[config.mk]
export PLATFORM = sky130hd
export DESIGN_NAME = pfar_ctrl
export DESIGN_NICKNAME = d
export VERILOG_FILES = /design/src/rtl/pfar_pkg.sv /design/src/rtl/pfar_ctrl.sv
export SDC_FILE = /design/constraint.sdc
export NUM_CORES = 1
export LEC_CHECK = 0
export ABC_AREA = 1
export BUFFER_PORTS_ARGS = -buffer_cell sky130_fd_sc_hd__buf_4
export CAP_MARGIN = 30
export CORE_AREA = 3 3 40 42
export CTS_CLUSTER_DIAMETER = 40
export DETAILED_ROUTE_END_ITERATION = 12
export DIE_AREA = 0 0 43 45
export SLEW_MARGIN = 25
export SYNTH_ARGS = -nofsm -noshare
export SYNTH_HDL_FRONTEND = slang
export SYNTH_SLANG_ARGS = --single-unit
[constraint.sdc]
create_clock -name clock -period 0.8 [get_ports clock]
set_clock_uncertainty 0.15 [all_clocks]
set_input_delay 0.16 -clock clock [delete_from_list [all_inputs] [get_ports clock]]
set_output_delay 0.16 -clock clock [all_outputs]
set_load 0.005 [all_outputs]
[src/rtl/pfar_pkg.sv]
// ----------------------------------------------------------------------------
// pfar_pkg
// Shared types and codes of the page frame allocator with reference counts.
// ----------------------------------------------------------------------------
`default_nettype none

package pfar_pkg;

   // Request kinds.
   localparam logic [2:0] KIND_ALLOC     = 3'd0;
   localparam logic [2:0] KIND_FREE      = 3'd1;
   localparam logic [2:0] KIND_INIT_FREE = 3'd2;
   localparam logic [2:0] KIND_INC       = 3'd3;
   localparam logic [2:0] KIND_DEC       = 3'd4;
   localparam logic [2:0] KIND_QUERY     = 3'd5;

   // Result status codes.
   localparam logic [1:0] STAT_OK      = 2'd0;
   localparam logic [1:0] STAT_EMPTY   = 2'd1;
   localparam logic [1:0] STAT_BADADDR = 2'd2;
   localparam logic [1:0] STAT_NOTONE  = 2'd3;

   localparam logic [7:0] REF_MAX = 8'hFF;
   localparam logic [7:0] REF_ONE = 8'd1;

   // Configuration port.
   localparam int         CSR_ADDR_W      = 3;
   localparam int         LOWEST_W        = 25;
   localparam logic [2:0] CSR_ADDR_LOWEST = 3'd0;

   typedef enum logic [1:0] {
      S_CLEAR,
      S_IDLE,
      S_EXEC
   } ctrl_state_type;

   typedef struct packed {
      logic capture;
      logic exec;
      logic clear;
   } cmd_type;

   typedef struct packed {
      logic clear_last;
   } stat_type;

endpackage

`default_nettype wire

[src/rtl/pfar_ctrl.sv]
// ----------------------------------------------------------------------------
// pfar_ctrl
// Controller: clearing sweep after reset, then accept and execute requests.
// ----------------------------------------------------------------------------
`default_nettype none

module pfar_ctrl (
   input  wire logic               clock,
   input  wire logic               reset,
   input  wire logic               start,
   input  wire pfar_pkg::stat_type stat,
   output pfar_pkg::cmd_type       cmd,
   output logic                    busy
);
   import pfar_pkg::*;

   ctrl_state_type state_ff;
   ctrl_state_type state_in;

   always_ff @(posedge clock) begin
      if (reset) begin
         state_ff <= S_CLEAR;
      end else begin
         state_ff <= state_in;
      end
   end

   always_comb begin
      state_in    = state_ff;
      cmd         = '0;
      busy        = 1'b1;
      unique case (state_ff)
         S_CLEAR: begin
            cmd.clear = 1'b1;
            if (stat.clear_last) begin
               state_in = S_IDLE;
            end
         end
         S_IDLE: begin
            busy = 1'b0;
            if (start) begin
               cmd.capture = 1'b1;
               state_in    = S_EXEC;
            end
         end
         S_EXEC: begin
            cmd.exec = 1'b1;
            state_in = S_IDLE;
         end
         default: begin
            state_in = S_CLEAR;
         end
      endcase
   end

endmodule

`default_nettype wire

== Word level (Yosys, flattened, before mapping) ==
Cells that the tools add are included.

* Eq/ne operators: 4
* Reduce and logical (&&, ||, !) cells: 2
* Mux-type cells: 8

{| class="wikitable"
|+ Operators by type and width
! operator !! count
|-
| 2-bit one-hot mux with 3 select lines || 1
|-
| 1-bit two-way mux || 5
|-
| 2-bit two-way mux || 2
|-
| 2-bit != test, second input constant || 2
|-
| 2-bit by 1-bit equality test with 1-bit output, second input constant || 1
|-
| 2-bit equality test, second input constant || 1
|-
| 2-bit logical NOT || 1
|-
| 2-bit AND reduction || 1
|}

* Bits of input ports: 4
* Register bits: 2

== Longest topological paths before layout ==
* Depth after elaboration: 3
* Gate-level depth with buffers: 4
* Gate-level depth less buffers: 4

== Least setup slack after synthesis ==
OpenSTA, ideal clock, no wires.

* Path type: reg-to-output
* From: reg state_ff[0]
* To: out cmd[2] in the netlist's numbering
* Buffers on the path: 0
* Slack: -0.096 ns
* Cell stages (with the launch flop): 3
* Arrival time: 0.586 ns
* Cell sequence: dfxtp_1 > nand2_1 > nor2_1

{| class="wikitable"
|+ RTL lines
! what !! RTL line !! source
|-
| from (decl) || pfar_ctrl.sv:17 || <nowiki>ctrl_state_type state_ff;</nowiki>
|-
| from (signal assigned) || pfar_ctrl.sv:24 || <nowiki>state_ff <= state_in;</nowiki>
|-
| to (decl) || pfar_ctrl.sv:12 || <nowiki>output pfar_pkg::cmd_type cmd,</nowiki>
|}

==> key figures <==
Status
  • Outcome: finished with violations
  • Failing checks: hold timing, setup timing

Worst setup path
  • Critical Path RT: 490 ps
  • CP Launch Type: flop
  • Crit-path cells: inv_2 > nand2_4 > nor2_4 > buf_6
  • Setup CP Type: reg2out
  • CP arrival: 870 ps
  • CP Max Fanout: 3
  • Slowest cell on the critical path: dfxtp_2
  • Critical path's largest stage delay: 320 ps
  • CP Capture Type: output port
  • R2R cell count: 6

Final layout
  • Share of cells above drive strength 1: 73.33%
  • Most frequent cells in the layout: 9 x buf_4, 3 x inv_1, 3 x clkbuf_4, 3 x buf_6
  • Final net count: 36
  • N_diodes: 0
  • Commonest non-fill, non-tap cell in the layout: buf_4
  • Largest Register: state_ff
  • P&R area growth vs syn: 166.7%
  • Top flop regs: state_ff (2)
  • Finished Cell Area: 270.3 µm²
  • Largest register FFs: 2
  • Util after Layout: 21.03%

Synthesis
  • Cell variety after synth: 7
  • Xor and xnor area share after synthesis: 0%
  • Synth warnings: 0
  • Synthesis-stage register bit count: 2
  • Simple-gate share of the synthesized area: 38.27%
  • Post-synth net total: 19
  • Leading area contributor after synthesis: dfxtp_1
  • Synth top area share: 39.51%
  • Synth area leaders: dfxtp_1 40%, inv_1 15%, nand2_1 11%
  • Post-synthesis compound-gate area fraction: 7.407%
  • Cell Area, Synth: 101.3 µm²
  • Seq/Total Area, Yosys: 39.51%
  • Mapped Cells: 15
  • Post-synthesis mux area share: 0%
  • Adder-cell share of the synthesized area: 0%
  • Largest family of logic cells by synthesized area: simple AND/OR/NAND/NOR gates
  • Avg Inst Size Synth: 6.756 µm²

Placement
  • DP Area: 195.2 µm²
  • GP Congestion: 0.6818
  • Buffers added on ports: 7
  • Hpwl dp: 214.6 µm

Power
  • P per Cell Area: 1695 nW/µm²
  • Tot Pwr: 0.4581 mW
  • P_leak: 0.1357 nW
  • VDD IR max: 0.0003611 V

STA
  • Slew Viols, Final: 0
  • Finish-stage setup viols: 6
  • Final-report hold violation count: 1
  • F_max: 0.8509 GHz
  • Worst rel slew slack: 91.70%
  • Final period utilization: 146.9%
  • Post-Route Setup TNS: -1713 ps
  • RSZ-0062 raised after global routing: true
  • Post-route minimum period: 1175 ps
  • Worst hold slack: -33.85 ps
  • Worst slew pin tran: 124.4 ps
  • Slack of the critical path: -375.2 ps

Worst hold path
  • Hold path depth: 2
  • Min-Delay Path Class: in2reg

Routing
  • Via density: 3.222
  • Wire per inst: 7.156 µm
  • DRC viols: 0
  • Pre-antenna DRT Iters: 2
  • Total wire length: 322 µm
  • Initial DRC Count: 2
  • Antenna Nets Post-Route: 0
  • Vias post-DR: 145

Clock network
  • Max Buffers Root-to-Sink: 2
  • H-tree levels: 1
  • Clock latency on the worst-skew pair: 220 ps
  • CTS Buf Count: 3
  • TritonCTS clock tree: built
  • Clock Sinks: 2
  • CTS Root Cell: clkbuf_4
  • Worst-path clk slew: 30 ps

Global route
  • First-pass GRT wire length: 496 µm
  • Largest net degree at the start of global routing: 5
  • Gr usage total: 4.323%
  • Grt total ovfl: 0
  • Initial antenna violation count: 0
  • Number of global-route vias before repair: 139

Floorplanning
  • Die Height: 45 µm
  • IO Count: 8
  • DIE AREA: 1935 µm²
  • Row count: 13
  • Core area: 1285 µm²
  • Initial core utilization: 7.887%
  • Die width: 43 µm

Flow run
  • MaxCap Viol Count: 0
-- critical path: cells and delay by family (launching register included) --
kind | cells | cell delay [ps]
buffers and inverters | 2 | 160
flip-flops | 1 | 320
AND/OR/NAND/NOR | 2 | 160
-- synth_stat cells --
| master | n |
|---|---|
| nor3_2 | 1 |
| nand2_1 | 3 |
| inv_1 | 4 |
| o21a_1 | 1 |
| dfxtp_1 | 2 |
| nor2_1 | 3 |
| nor2_2 | 1 |
-- cell type report --
type | count | area (µm²)
clock buffer | 3 | 22.52
fill | 147 | 1015
inverter | 4 | 15.01
multi-input combinational | 9 | 67.56
sequential | 2 | 45.04
tap | 15 | 18.77
timing repair buffer | 12 | 101.3
-- logic make-up (layout without fill, tap and decap cells) --
kind of cell	count (synthesis)	count (layout)
flip-flops	2	2
buffers and inverters	4	19
AND/OR/NAND/NOR	8	8
AO/OA/AOI/OAI	1	1
-- layer usage --
| layer | global-route usage, % | routed length (µm) | vias to the layer above |
|---|---|---|---|
| li1 | - | - | 75 |
| met1 | 3.597 | 117 | 63 |
| met2 | 4.491 | 147 | 7 |
| met3 | 6.375 | 57 | 0 |
| met4 | 3.614 | 0 | 0 |
| met5 | 0 | 0 | - |
-- power by group --
group / internal, mW / total (mW) / leakage [nW] / switching (mW)
combinational: 0.0759 / 0.119 / 0.104 / 0.0431
clock: 0.165 / 0.222 / 0.0138 / 0.0566
sequential: 0.108 / 0.117 / 0.0175 / 0.00925
total: 0.349 / 0.458 / 0.136 / 0.109
-- final timing paths --
kind / slack, ps / end / from
min reg2reg: 380 / state_ff[0] / state_ff[1]
max: -380 / cmd[2] / state_ff[1]
max reg2reg: -300 / state_ff[1] / state_ff[1]
min: -30 / state_ff[1] / reset
-- metrics by stage --
step	cells	worst slack, ps
after floorplan	15	-48.27
after global placement	39	-135.2
after detailed placement	39	-136.9
after CTS	44	-354.2
after global routing	45	-423.3
final	45	-375.2
-- timing repair --
item,CTS,global route
hold endpoints to repair,1,1
endpoints found under the setup margin,6,6
buffers inserted,3,1
gates resized for setup,2,6
pin swaps,3,2
Power figures use the tool's default switching activity.
