==> config.mk <==
export PLATFORM = sky130hd
export DESIGN_NAME = pfar_csr
export DESIGN_NICKNAME = d
export VERILOG_FILES = /design/src/rtl/pfar_pkg.sv /design/src/rtl/pfar_csr.sv
export SDC_FILE = /design/constraint.sdc
export NUM_CORES = 1
export LEC_CHECK = 0
export BUFFER_PORTS_ARGS = -buffer_cell sky130_fd_sc_hd__buf_2
export CAP_MARGIN = 10
export CORE_UTILIZATION = 41
export DETAILED_ROUTE_END_ITERATION = 8
export GPL_ROUTABILITY_DRIVEN = 0
export MAX_ROUTING_LAYER = met4
export PLACE_DENSITY = 0.82
export REMOVE_ABC_BUFFERS = 1
export SYNTH_ARGS = -nofsm -noshare
export SYNTH_HDL_FRONTEND = slang
export SYNTH_SLANG_ARGS = --single-unit
==> constraint.sdc <==
create_clock -name clock -period 1.3 [get_ports clock]
set_input_delay 0.195 -clock clock [delete_from_list [all_inputs] [get_ports clock]]
set_output_delay 0.195 -clock clock [all_outputs]
set_load 0.01 [all_outputs]
==> src/rtl/pfar_pkg.sv <==
// ----------------------------------------------------------------------------
// pfar_pkg
// Shared types and codes of the page frame allocator with reference counts.
// ----------------------------------------------------------------------------
`default_nettype none

package pfar_pkg;

   // Request kinds.
   localparam logic [2:0] KIND_ALLOC     = 3'd0;
   localparam logic [2:0] KIND_FREE      = 3'd1;
   localparam logic [2:0] KIND_INIT_FREE = 3'd2;
   localparam logic [2:0] KIND_INC       = 3'd3;
   localparam logic [2:0] KIND_DEC       = 3'd4;
   localparam logic [2:0] KIND_QUERY     = 3'd5;

   // Result status codes.
   localparam logic [1:0] STAT_OK      = 2'd0;
   localparam logic [1:0] STAT_EMPTY   = 2'd1;
   localparam logic [1:0] STAT_BADADDR = 2'd2;
   localparam logic [1:0] STAT_NOTONE  = 2'd3;

   localparam logic [7:0] REF_MAX = 8'hFF;
   localparam logic [7:0] REF_ONE = 8'd1;

   // Configuration port.
   localparam int         CSR_ADDR_W      = 3;
   localparam int         LOWEST_W        = 25;
   localparam logic [2:0] CSR_ADDR_LOWEST = 3'd0;

   typedef enum logic [1:0] {
      S_CLEAR,
      S_IDLE,
      S_EXEC
   } ctrl_state_type;

   typedef struct packed {
      logic capture;
      logic exec;
      logic clear;
   } cmd_type;

   typedef struct packed {
      logic clear_last;
   } stat_type;

endpackage

`default_nettype wire

==> src/rtl/pfar_csr.sv <==
// ----------------------------------------------------------------------------
// pfar_csr
// Configuration register bank with an APB-style access port.
// ----------------------------------------------------------------------------
`default_nettype none

module pfar_csr (
   input  wire logic                            clock,
   input  wire logic                            reset,
   input  wire logic                            psel,
   input  wire logic                            penable,
   input  wire logic                            pwrite,
   input  wire logic [pfar_pkg::CSR_ADDR_W-1:0] paddr,
   input  wire logic [31:0]                     pwdata,
   output logic      [31:0]                     prdata,
   output logic                                 pready,
   output logic      [pfar_pkg::LOWEST_W-1:0]   lowest_free_addr
);
   import pfar_pkg::*;

   logic [LOWEST_W-1:0] lowest_ff;
   logic [LOWEST_W-1:0] lowest_in;
   logic                hit;

   assign hit = (paddr == CSR_ADDR_LOWEST);

   always_comb begin
      lowest_in = lowest_ff;
      if (psel && penable && pwrite && hit) begin
         lowest_in = pwdata[LOWEST_W-1:0];
      end
   end

   always_ff @(posedge clock) begin
      if (reset) begin
         lowest_ff <= '0;
      end else begin
         lowest_ff <= lowest_in;
      end
   end

   assign prdata           = hit ? {{(32-LOWEST_W){1'b0}}, lowest_ff} : 32'd0;
   assign pready           = 1'b1;
   assign lowest_free_addr = lowest_ff;

endmodule

`default_nettype wire

# Yosys cells after proc, flatten, opt, wreduce, memory -nomap -nowiden

Index checks and enable logic that the tools add are counted.

Flip-flop bits (word level): 25
Input port bits: 40
Output and inout bits: 58
Logic and storage cells: 6

Muxes and demuxes: 1
Reduce and logical (&&, ||, !) cells: 4

Operator list:

| operator          | number |
|---|---|
| $mux 25           | 1 |
| $logic_and 1x1->1 | 3 |
| $logic_not 3->1   | 1 |

# Longest topological paths before layout

Word-level depth: 3
Mapped depth: 5
Mapped depth without buffers: 3

# Worst setup path after synthesis

Ideal clock, no wire load.

Path kind: input to register
Start: in paddr[1] (netlist bit)
End: reg lowest_ff[0], in the netlist lowest_free_addr[0]
Library setup time: 0.072 ns
Arrival: 1.096 ns
Required time: 1.228 ns
Setup slack: 0.133 ns
Cell stages on the path: 5
Buffers on the path: 2
Cells stage by stage: nor3_4 and4_4 buf_12 buf_12 mux2i_1

Word-level cells in the longest chain between the ends: 2

Ends and longest elaborated chain:

| element              | RTL line       | text |
|---|---|---|
| from (decl)          | pfar_csr.sv:13 | `input wire logic [pfar_pkg::CSR_ADDR_W-1:0] paddr,` |
| $logic_not 3->1      | pfar_csr.sv:25 | `assign hit = (paddr == CSR_ADDR_LOWEST);` |
| $logic_and 1x1->1    | pfar_csr.sv:29 | `if (psel && penable && pwrite && hit) begin` |
| to (signal assigned) | pfar_csr.sv:38 | `lowest_ff <= lowest_in;` |
| to (decl)            | pfar_csr.sv:21 | `logic [LOWEST_W-1:0] lowest_ff;` |

No other way between the ends.
A chain may end at the register's enable or synchronous reset.

# Worst setup path in the final report

Start: in paddr[1] (netlist bit)
End: out prdata[8]

Word-level cells in the longest chain between the ends: 2

Ends and longest elaborated chain:

| element         | RTL line       | text |
|---|---|---|
| $logic_not 3->1 | pfar_csr.sv:25 |  |
| $mux 25         | pfar_csr.sv:42 | `assign prdata = hit ? {{(32-LOWEST_W){1'b0}}, lowest_ff} : 32'd0;` |
| to (decl)       | pfar_csr.sv:15 | `output logic [31:0] prdata,` |

No other way between the ends.

==> key figures <==
Synthesis
  • Share of synthesized registers carrying an async set or reset: 0%
  • Top cells by area, synth: dfxtp_1, nand2b_1, mux2i_1, and2_1, buf_12
  • Ranking of synthesized cells by instance count: nand2b_1, and2_1, dfxtp_1, mux2i_1, buf_4
  • Number of synthesized flops with an enable pin: 0
  • Flop and latch count out of synthesis: 25
  • Total of warnings raised by yosys: 0
  • Share of the yosys chip area belonging to registers: 35.7%
  • Post-Synthesis Cell Area: 1400 sq um
  • Leading area contributor after synthesis: dfxtp_1
  • Gate count after technology mapping: 147
  • Distinct cells, synth: 10
  • Share of the synthesized area in the top cell type: 35.7%
  • Top-count cell post-synth: nand2b_1
  • Mean Syn Cell Area: 9.53 sq um
  • Leading register cell type out of synthesis: dfxtp_1

Routing
  • Count of routing violations after the opening detailed-route iteration: 72
  • Number of nets still failing antenna checks after routing: 0
  • Detailed-router iteration count before antenna repair: 4
  • Via total after detailed routing: 1178
  • Vias per inst: ~4.4
  • Detailed-route wire length per cell: 10.2 um
  • DRC errors left: 0
  • Post-Route WL: 2760 um

Clocking
  • Hold Buf Count CTS: 0
  • Clk Latency, worst-skew pair: 310 ps
  • # resized after CTS: 0
  • TritonCTS buffer count: 3
  • Deepest level of the CTS H-tree: 1
  • Post-CTS setup-driven buffer insertion count: 0
  • Buffer levels on the longest clock path: 2
  • Clock transition at the register clock pins on the worst setup and hold paths after CTS: 130 ps
  • Clock sink total: 25
  • Clock root buffer: clkbuf_4
  • CTS tree: yes

Finish
  • Non-filler cells in the finished layout: 270
  • Filler cell count in the final layout: ~280
  • Growth of design area from synthesis to finish: 32.0%
  • Diode insertion count for antenna repair: 0
  • Area of all sequential standard cells: 500 sq um
  • Multi-input logic area: 777 sq um
  • Number of nets in the layout: 267
  • Fraction of final layout cells sized beyond drive strength 1: 41.2%
  • Flip-flop count of the largest register after layout: 25

Pwr
  • Leakage component of the power: about 0.0009 uW
  • Maximum resistive drop on vdd: 0.000504 V
  • Power spent charging and discharging nets: 303 uW
  • Part of the power in combinational logic: between 10% and 20%
  • Power per standard cell area: approximately 700 nW/um^2
  • Internal cell power: a little under 1000 uW
  • Sequential fraction of design power: about three fifths
  • Switching part of the total power: 23.7%
  • Fraction of power consumed by the clock network: between 20% and 30%

GRT
  • Global routing usage summed across all routing layers: 16.7%
  • Pin count of the biggest net entering global routing: 51
  • Global route total overflow: 0
  • Number of antenna violations at the first check in global routing: 0
  • Number of global-route vias before repair: 1066
  • Global-route wire length before repair: 4470 um

Setup path
  • Data required time of the critical path: 1110 ps
  • Data arrival time of the critical path: 1010 ps
  • Reg-to-Reg Start: lowest_free_addr[23]
  • Flop2flop setup slack: roughly 660 ps
  • Kind of end point of the critical path: primary output
  • Worst reg2reg path depth: 2
  • FF-to-FF End: lowest_free_addr[23]
  • Critical path peak fanout: 17
  • Startpoint types: input pin
  • Category of the critical setup timing path: input pin to primary output

Floorplan
  • Count of standard-cell rows: 20
  • Die Span Y: 60.5 um
  • Die footprint: 3660 sq um
  • Starting density of the core: 44.4%
  • Die width: 60.5 um
  • Number of top-level pins: approximately 100
  • Standard cell core area: ~3200 sq um

Timing
  • Summed negative setup slack over all endpoints: 0 ps
  • FMAX: slightly above 800 MHz
  • Final cycle utilization of the critical path: 92.9%
  • Final Slew Violations: 0
  • Setup violation total in the final timing report: 0
  • Tmin final: 1210 ps
  • Clock Skew: 0 ps
  • RSZ-0062 raised after global routing: false
  • Hold violation count in the final report: 0

Placed design
  • HPWL after detailed placement: 2050 um
  • Number of port buffers: 82
  • Number of placed instances, taps included: between 200 and 300

Flow run
  • Count of max-cap constraint violations: 0

Hold path
  • Hold WC Path Type: input pin to flop
  • Worst Hold Path Cells: 3
  • Endpoint of the worst hold-timing path: lowest_free_addr[21]
  • Origin of the worst min-delay path: pwdata[21]

Status
  • Outcome: completed
-- power groups by stage --
stage / Combinational [uW] / Sequential [uW] / Clock, uW
floorplan: 66.6 / 795 / 0
global placement: 156 / 792 / 0
detailed placement: 160 / 793 / 0
CTS: 160 / 776 / 366
global route: 177 / 777 / 395
finish: 160 / 776 / 343
-- worst max path at each step --
| stage | start | end |
|---|---|---|
| global placement | paddr[1] | lowest_free_addr[4] |
| global route | paddr[1] | prdata[19] |
| detailed placement | paddr[1] | lowest_free_addr[3] |
| floorplan | paddr[1] | lowest_free_addr[0] |
| CTS | paddr[1] | prdata[4] |
| finish | paddr[1] | prdata[8] |
-- routing by layer --
layer  share of wire (%)  global-route usage, %
met1                  44                   16.5
met4                0.98                   5.84
met3                 6.1                   3.41
met2                  49                   32.0
met5                   0                      -
-- placed cells by master (no fill, tap or decap) --
cell and count:
nor3_4 1, clkbuf_4 3, buf_4 1, mux2i_1 25
and2_1 25, and4_4 1, nand2b_1 50, dfxtp_1 25
clkinv_2 1, conb_1 8, buf_2 82, buf_12 3
buf_6 1
-- cell type report --
| type | instances | area share, % |
|---|---|---|
| multi-input combinational | 110 | 42.0 |
| sequential | 25 | 27.1 |
| timing repair buffer | 87 | 26.5 |
| tap | 44 | 2.98 |
| clock buffer | 3 | 1.22 |
| clock inverter | 1 | 0.271 |
-- critical path: stages --
cell	delay, ps
buf_2	110
nor3_4	250
buf_6	190
and2_1	130
buf_2	120
-- stage by stage --
| stage | area (sq um) | power (uW) | util [%] | setup slack [ps] | hold WS, ps |
|---|---|---|---|---|---|
| 6_report | 1850 | 1280 | 58.7 | 92.8 | 114 |
| 5_1_grt | 1850 | 1350 | 58.7 | 30.9 | 92.7 |
| 4_1_cts | 1850 | 1300 | 58.5 | 51.0 | 96.1 |
| 3_5_place_dp | 1820 | 953 | 57.7 | -1.34 | 460 |
| 3_3_place_gp | 1820 | 948 | 57.7 | 32.3 | 457 |
| 2_1_floorplan | 1280 | 861 | - | -120 | 350 |
-- cell families after synthesis --
| group | after synthesis | synth area share [%] |
|---|---|---|
| buf+inv | 18 | 10.4 |
| flops | 25 | 35.7 |
| mux | 25 | 17.9 |
| other cells | 2 | 0.536 |
| simple gates | 77 | 35.4 |
Power figures use the tool's default switching activity.
